`src/hw/rtl/plid_pkg.sv`:
```
package plid_pkg;

   localparam logic MODE_INSERT = 1'b0;
   localparam logic MODE_DELETE = 1'b1;

   localparam logic [1:0] STATUS_OK      = 2'd0;
   localparam logic [1:0] STATUS_BAD_POS = 2'd1;
   localparam logic [1:0] STATUS_FULL    = 2'd2;

   // commands from controller to datapath
   typedef struct packed {
      logic load;
      logic check;
      logic rd_pos;
      logic rd_move;
      logic wr_move;
      logic wr_value;
      logic cap_removed;
      logic commit;
   } cmd_type;

   // status from datapath to controller
   typedef struct packed {
      logic error;
      logic is_delete;
      logic more;
      logic out_free;
   } sts_type;

endpackage

```
`src/hw/rtl/plid_ctrl.sv`:
```
module plid_ctrl (
   input  logic              clock,
   input  logic              reset,
   input  logic              req_valid,
   output logic              req_stall,
   input  plid_pkg::sts_type sts,
   output plid_pkg::cmd_type cmd
);
   import plid_pkg::*;

   typedef enum logic [7:0] {
      ST_IDLE    = 8'b00000001,
      ST_CHECK   = 8'b00000010,
      ST_DEL_RD  = 8'b00000100,
      ST_DEL_CAP = 8'b00001000,
      ST_MV_RD   = 8'b00010000,
      ST_MV_WR   = 8'b00100000,
      ST_INS_WR  = 8'b01000000,
      ST_DONE    = 8'b10000000
   } state_type;

   state_type state_ff, state_in;

   assign req_stall = (state_ff != ST_IDLE);

   always_comb begin
      state_in = state_ff;
      cmd      = '0;
      unique case (state_ff)
         ST_IDLE: begin
            if (req_valid) begin
               cmd.load = 1'b1;
               state_in = ST_CHECK;
            end
         end
         ST_CHECK: begin
            cmd.check = 1'b1;
            if (sts.error) begin
               state_in = ST_DONE;
            end else if (sts.is_delete) begin
               state_in = ST_DEL_RD;
            end else begin
               state_in = ST_MV_RD;
            end
         end
         ST_DEL_RD: begin
            cmd.rd_pos = 1'b1;
            state_in   = ST_DEL_CAP;
         end
         ST_DEL_CAP: begin
            cmd.cap_removed = 1'b1;
            state_in        = ST_MV_RD;
         end
         ST_MV_RD: begin
            if (sts.more) begin
               cmd.rd_move = 1'b1;
               state_in    = ST_MV_WR;
            end else if (sts.is_delete) begin
               state_in = ST_DONE;
            end else begin
               state_in = ST_INS_WR;
            end
         end
         ST_MV_WR: begin
            cmd.wr_move = 1'b1;
            state_in    = ST_MV_RD;
         end
         ST_INS_WR: begin
            cmd.wr_value = 1'b1;
            state_in     = ST_DONE;
         end
         ST_DONE: begin
            // wait until the response register can take the result
            if (sts.out_free) begin
               cmd.commit = 1'b1;
               state_in   = ST_IDLE;
            end
         end
         default: begin
            state_in = ST_IDLE;
         end
      endcase
   end

   always_ff @(posedge clock) begin
      if (reset) begin
         state_ff <= ST_IDLE;
      end else begin
         state_ff <= state_in;
      end
   end

endmodule

```
`config.mk`:
```
export PLATFORM = sky130hd
export DESIGN_NAME = plid_ctrl
export DESIGN_NICKNAME = d
export VERILOG_FILES = /design/src/hw/rtl/plid_pkg.sv /design/src/hw/rtl/plid_ctrl.sv
export SDC_FILE = /design/constraint.sdc
export NUM_CORES = 1
export LEC_CHECK = 0
export ABC_AREA = 1
export ABC_CLOCK_PERIOD_IN_PS = 1200
export BUFFER_PORTS_ARGS = -buffer_cell sky130_fd_sc_hd__buf_2
export CAP_MARGIN = 20
export CORE_AREA = 2 2 39 41
export CTS_CLUSTER_DIAMETER = 120
export DETAILED_ROUTE_END_ITERATION = 10
export DIE_AREA = 0 0 41 43
export PLACE_DENSITY = 0.61
export SYNTH_ARGS = -nofsm -noshare
export SYNTH_HDL_FRONTEND = slang
export SYNTH_SLANG_ARGS = --single-unit
```
`constraint.sdc`:
```
create_clock -name clock -period 1.2 [get_ports clock]
set_clock_uncertainty 0.05 [all_clocks]
set_input_delay 0 -clock clock [delete_from_list [all_inputs] [get_ports clock]]
set_output_delay 0 -clock clock [all_outputs]
set_load 0.02 [all_outputs]
```
==> flow_summary.yaml <==
drt:
  drt_iter0_drc: 12
  drt-total-wl_um: 1200
  drtPass1Iterations: 4
  wl_per_cell_um: 9.56
  viasPerCell: 4.61
  ant_nets: 0
  vias: 581
  drc: 0
layout:
  regMostFlops: "state_ff"
  fill_cells: 130
  finish.utilization_pct: 60.4
  top_regs: "state_ff: 8 flops"
  drive_above_1_share_pct: 50.9
  largest_register_ffs: 8
  n_antenna_cell: 0
  syn_to_final_growth_pct: 56.8
  nNetsFinal: 119
  final_cells: 126
placed_design:
  port-buffer-count: 15
  place.gp.congestion: 0.741
  dp_cells: 115
  dp_hpwl_um: 921
clock_tree:
  clk_latency_ns: 0.25
  cts_buffers: 3
  cts_sinks: 8
  clk_path_buf_depth: 2
  clk_pin_slew_ns: 0.05
  htree_levels: 1
  root_buffer: "clkbuf_4"
  cts_tree: "done"
sta:
  fin_crit_ns: 1.27
  relSlewSlack_pct: 84.2
  worst_slack_ns: -0.0747
  final.setup.tns_ns: -0.262
  rsz0062_at_grt: "true"
  finalMaxSlewViolations: 0
  finalSetupViolations: 7
  hold_viol_final: 0
  period_share_pct: 106
  tightest_slew_ns: 0.237
  max_freq_mhz: 784
worst_hold_path:
  hold_class: "input pin to flip-flop"
  hold_depth: 5
  worstHoldEndpoint: "state_ff[2]"
  hold_start: "sts[0]"
synth:
  syn_nets: 91
  netlist_instances: 84
  yosysSeqAreaShare_pct: 30.0
  synth_warnings: 0
  synthesis.area_um2: 533
  synth_top_cell_area_share_pct: 30.0
  synthTopCellsByArea: "dfxtp_1, nand2_1, nor2_1, inv_1, nor2_4"
  synth_seq_cells: 8
  synth_cell_types: 20
  yosysTopAreaCell: "dfxtp_1"
  avgSynthCellArea_um2: 6.35
power_and_ir_drop:
  power_mw: 0.674
  p_leak_nw: 0.416
  vdd_drop_max_mv: 0.484
  power.density_nw_per_um2: 806
grt:
  grt_pass1_wl_um: 1980
  overflow: 0
  grt_pass1_vias: 524
  grt_usage_pct: 17.0
  antenna_found_initial: 0
  grt_start_max_net_pins: 8
worst_setup_path:
  rr_worst_depth: 9
  reg2reg_from: "state_ff[3]"
  r2r_end: "state_ff[0]"
  arrival_ns: 1.22
  start_kind: "flip-flop"
  path_class: "flip-flop to primary output"
  worstSetupEndpointType: "primary output"
  crit_required_ns: 1.15
  r2r_setup_slack_ns: -0.04
  cp_max_fo: 4
floorplan:
  die_x_um: 41
  coreArea_um2: 1380
  start_util_pct: 38.5
  ioPinCount: 16
  die_area_um2: 1760
  die_h_um: 43
  num_rows: 14
run:
  cap_violations: 0
status:
  status: "finished, violations left"
  violations: "setup timing"
==> layout by cell type (no fill, tap or decap) <==
cell           count
nand2_1           16
nor2_1            11
inv_1             11
buf_6              8
dfxtp_2            7
inv_2              6
buf_2              6
nor2_2             5
dlygate4sd3_1      5
nand2_2            4
nand2_4            4
buf_4              4
nor2_4             3
nand3_1            3
clkbuf_4           3
nand4_1            2
nand3_2            2
nor3_1             2
clkinv_4           1
nor3_4             1
and2_1             1
nand3b_1           1
nor3_2             1
nor4_2             1
a21oi_1            1
dfxtp_1            1
==> stage by stage <==
step	setup slack, ns	area (um^2)	hold WS (ns)
after detailed placement	0.0143	628	0.134
after global routing	-0.157	836	0.177
after global placement	0.0409	628	0.139
after CTS	-0.0995	753	0.151
final	-0.0747	836	0.174
after floorplan	0.0281	533	0.0197
==> cell type report <==
type	count	area (um^2)	share of cell area [%]
Clock buffer	3	22.5	2.69
Inverter	18	72.6	8.68
Multi-Input combinational cell	58	352	42.1
Sequential cell	8	169	20.2
Tap cell	16	20.0	2.40
Timing Repair Buffer	23	200	24.0
==> critical path: stages (launching register included) <==
cell and delay (ns):
dfxtp_2 0.32, nor2_2 0.12, nand2_2 0.10, nor3_4 0.28, buf_6 0.16
==> layer usage <==
layer	wire length, um	global-route usage, %	up-vias	part of all wire, %
met5	0	0	-	0
met4	0	12.0	0	0
met3	54	4.71	0	4.5
met2	608	22.8	19	50
met1	541	22.3	254	45
li1	-	-	308	-
==> worst max path at each step <==
stage / from / slack [ns] / end / cells after the start
after floorplan: state_ff[4] / 0.03 / state_ff[0] / 6
after global placement: state_ff[3] / 0.04 / state_ff[0] / 8
after detailed placement: state_ff[3] / 0.01 / state_ff[0] / 8
after CTS: state_ff[3] / -0.1 / cmd[4] / 6
after global routing: state_ff[1] / -0.16 / cmd[0] / 6
final: state_ff[6] / -0.07 / cmd[6] / 4
==> cell families (layout without fill, tap and decap cells) <==
family	count (synthesis)	in the layout	synth area share [%]
buffers and inverters	18	44	13.1
DFF	8	8	30.0
AOI/OAI and AO/OA	1	1	0.938
and+or+nand+nor	57	57	55.9
==> cell usage after synthesis <==
library cell / number
nand3_1: 3
nor3_2: 1
nand3_2: 2
nand2_1: 20
inv_4: 1
nor2_4: 2
inv_1: 13
nand2_2: 3
nor4_1: 1
and2_1: 1
dfxtp_1: 8
nor3_4: 1
inv_2: 4
a21oi_1: 1
nor2_1: 16
nand2_4: 1
nor3_1: 2
nor2_2: 1
nand3b_1: 1
nand4_1: 2
==> repair_timing <==
| action | in CTS | in global routing |
|---|---|---|
| hold buffers | 5 | 0 |
| buffers inserted | 1 | 2 |
| endpoints found under the setup margin | 8 | 14 |
| pin swaps | 4 | 6 |
| endpoints found under the hold margin | 6 | 0 |
| resized for setup | 19 | 22 |
==> power by group <==
part | switching, mW | internal, mW | total [mW]
registers | 0.00569 | 0.276 | 0.282
logic | 0.106 | 0.0885 | 0.195
clock network | 0.0834 | 0.114 | 0.197
Power figures use the tool's default switching activity.
